--- config.mk ---
export PLATFORM = sky130hd
export DESIGN_NAME = afl_ram
export DESIGN_NICKNAME = d
export VERILOG_FILES = /design/src/rtl/afl_ram.sv
export SDC_FILE = /design/constraint.sdc
export NUM_CORES = 2
export LEC_CHECK = 0
export ABC_AREA = 0
export BUFFER_PORTS_ARGS = -buffer_cell sky130_fd_sc_hd__buf_2
export CAP_MARGIN = 20
export CORE_MARGIN = 4
export CORE_UTILIZATION = 40
export CTS_CLUSTER_DIAMETER = 200
export DETAILED_ROUTE_END_ITERATION = 6
export SLEW_MARGIN = 20
export SYNTH_ARGS = -nofsm -noshare
export SYNTH_HDL_FRONTEND = slang
export SYNTH_SLANG_ARGS = --single-unit
--- constraint.sdc ---
create_clock -name clk -period 3.9 [get_ports clk]
set_input_delay 0.975 -clock clk [delete_from_list [all_inputs] [get_ports clk]]
set_output_delay 0.975 -clock clk [all_outputs]
set_load 0.02 [all_outputs]
--- src/rtl/afl_ram.sv ---
`timescale 1ns / 1ps

module afl_ram #(
  parameter int WIDTH = 32,
  parameter int DEPTH = 64
) (
  input  logic                     clk,
  input  logic                     we,
  input  logic [$clog2(DEPTH)-1:0] waddr,
  input  logic [WIDTH-1:0]         wdata,
  input  logic                     re,
  input  logic [$clog2(DEPTH)-1:0] raddr,
  output logic [WIDTH-1:0]         rdata
);

  logic [WIDTH-1:0] mem [DEPTH];

  // Write port
  always_ff @(posedge clk) begin
    if (we) begin
      mem[waddr] <= wdata;
    end
  end

  // Registered read port
  always_ff @(posedge clk) begin
    if (re) begin
      rdata <= mem[raddr];
    end
  end

endmodule
==> flow_summary.json <==
{
  "outcome": "finished, final reports clean",
  "worst_slew_pin_slew_ps": 1086,
  "die_x_um": 451.9,
  "drive_above_1_share": 0.3197,
  "synthesis.area_sq_mm": 0.07884,
  "crit_cells": 6,
  "crit_path_end": "rdata[30]",
  "path_max_fanout": 49,
  "cts_resized": 0,
  "routedWlPerCell_um": 32.30,
  "critical_path_required_ps": 4450,
  "power_density_mw_per_mm2": 502.8,
  "h-tree-depth": 4,
  "path_class": "input pin to flip-flop",
  "maxCapViolCount": 0,
  "grt_use_met1": 0.2777,
  "synth_edf_count": 2080,
  "netlist_instances": 3324,
  "use_met3": 0.04619,
  "rows": 162,
  "first_pass_iters": 5,
  "nets": 3753,
  "dieArea_sq_mm": 0.2043,
  "cts_tree": "done",
  "routed_wl_mm": 210.3,
  "reg2reg_slack_ps": 1350,
  "reg2reg_depth": 5,
  "synth_xor_area_frac": 0,
  "drt_iter0_markers": 4594,
  "worst_path_max_delay_cell": "o22ai_1",
  "place_inst": 6127,
  "initial_core_util": 0.4035,
  "overflow": 0,
  "grt_pass1_wl_mm": 294.2,
  "cts.path.max_buffers": 3,
  "crit_path_frequent_cell": "mux4_2",
  "worstPathArrival_ps": 3810,
  "hold_path.class": "input pin to flip-flop",
  "io_pins": 79,
  "rr_endpoint": "rdata[11]",
  "end_kind": "flip-flop",
  "ys.flop_type": "edfxtp_1",
  "cp-start-kind": "input pin",
  "tns_ps": 0,
  "ant_nets": 0,
  "max_stage_delay_ps": 680,
  "fin_crit_ps": 3261,
  "yosysMostFrequentCell": "edfxtp_1",
  "via_count": 37481,
  "hold_viol_final": 0,
  "grt_max_degree": 65,
  "setup_violations": 0,
  "fmax_ghz": 0.3067,
  "ys_ff_latch": 2080,
  "cts.sinks": 2080,
  "gp_congestion": 0.7827,
  "relSlewSlack": 0.2761,
  "die_h_um": 451.9,
  "synth_mux_area_frac": 0.1672,
  "drv_slew": 0,
  "grt_pass1_vias": 38025,
  "yosysTopAreaCell": "edfxtp_1",
  "crit_family": "multiplexers",
  "yosys_warnings": 0,
  "stdcell_count": 6510,
  "synthTopCellsByArea": "edfxtp_1 79%, mux4_2 16%, mux2i_1 1.2%",
  "critical_path.startpoint": "raddr[0]",
  "clk_latency_ps": 840,
  "root_buffer": "clkbuf_16",
  "io_buffers": 78,
  "drc": 0,
  "fin_crit_sh": 0.8361,
  "synthTopCellsByCount": "2080 x edfxtp_1, 544 x mux4_2, 137 x nor2_1",
  "antenna_found_initial": 28,
  "rsz0062_at_grt": "false",
  "ctsHoldBuffers": 0,
  "synth-compound-area-share": 0.01666,
  "syn_to_final_growth_pct": 15.96,
  "vdd_drop_max_mv": 0.4837,
  "async_reset_ff_frac": 0,
  "via_per_inst": 5.757,
  "fin_worst_skew_ps": 29.85,
  "hpwl_mm": 118.9,
  "synthAdderAreaFrac": 0,
  "crit_buf_inv": 2,
  "synth-simple-area-share": 0.01260,
  "ys_seq_area_frac": 0.7923,
  "post-cts-setup-buffers": 0,
  "r2r-start": "mem[28][11]",
  "synth_top_family_by_area": "multiplexers",
  "clkTransAtPathRegs_ps": 60,
  "yosys.area.top_type_share": 0.7923,
  "busiest_layer": "met2",
  "crit_chain": "buf_8 > buf_12 > mux4_2 > mux4_2 > o22ai_1 > nor2_1",
  "core_region_area_sq_mm": 0.1954,
  "ys_types": 33,
  "cts_buffers": 201,
  "p_leak_nw": 28.43,
  "use_met2": 0.3291,
  "avgSynthCellArea_sq_um": 23.72,
  "track_usage": 0.2059,
  "synth_fp_nets": 3371
}
==> metal layers <==
metal	part of all wire	wire (um)	vias up
li1	-	-	15106
met1	0.39	82070	20520
met2	0.49	102600	1542
met3	0.085	17790	303
met4	0.037	7721	10
met5	0.00033	69	-
==> flip-flops by register name, indices dropped and copies added, names as in the netlist <==
signal  cells
mem      2048
rdata      32
==> worst min path at each step <==
stage,startpoint,endpoint,slack (ps),cells past startpoint
floorplan,mem[12][17],rdata[17],750,4
global placement,mem[58][4],rdata[4],960,5
detailed placement,mem[58][4],rdata[4],920,5
CTS,wdata[19],mem[27][19],620,1
global route,wdata[19],mem[27][19],660,1
finish,wdata[19],mem[24][19],650,1
==> report_power, final <==
group | leakage, nW | switching (W) | internal, W
combinational | 6.65 | 0.00158 | 0.000945
clock | 3.05 | 0.00815 | 0.0104
sequential | 18.7 | 0.0000844 | 0.0248
==> kinds of logic (layout without fill, tap and decap cells) <==
family | count (synthesis) | after routing
DFF | 2080 | 2080
buffers and inverters | 182 | 730
other | 0 | 14
AOI/OAI and AO/OA | 202 | 202
and+or+nand+nor | 223 | 223
muxes | 637 | 637
==> placed cells by master, fill, tap and decap left out, drive strengths merged <==
| master | instances |
|---|---|
| buf | 361 |
| a311oi | 8 |
| nor2 | 137 |
| and2 | 2 |
| clkinv | 93 |
| and3 | 4 |
| a31oi | 1 |
| nor3 | 7 |
| or3b | 5 |
| nand4 | 2 |
| bufinv | 13 |
| a22oi | 12 |
| nand3 | 5 |
| o221ai | 27 |
| o22ai | 84 |
| clkinvlp | 1 |
| or3 | 3 |
| nand4b | 1 |
| nand2 | 26 |
| o32ai | 4 |
| mux2i | 93 |
| edfxtp | 2080 |
| mux4 | 544 |
| inv | 7 |
| nand2b | 8 |
| a41o | 4 |
| a21oi | 62 |
| or2 | 3 |
| nand3b | 5 |
| nor2b | 15 |
| clkbuf | 255 |
| diode | 14 |
==> metrics by stage <==
step                area (sq um)  power (W)  setup WS, ps  utilization  hold WS [ps]
floorplan                  78850    0.02656         273.1            -         750.2
global placement           85130    0.02788        -440.4       0.4357         955.1
detailed placement         85140    0.02792        -260.2       0.4357         923.3
CTS                        91370    0.04634         650.8       0.4676         616.4
global route               91400    0.04740         462.0       0.4677         660.1
finish                     91420    0.04597         639.1       0.4678         645.2
==> final cells by class <==
type,instances,area (sq um)
multi-input cells,1062,15990
diodes,14,35.03
clock buffers,255,5275
clock inverters,114,963.4
well taps,2624,3283
repair buffers,361,3412
fillers,16016,104000
flip-flops and latches,2080,62460
No activity file was read; power rests on OpenSTA's default activity.
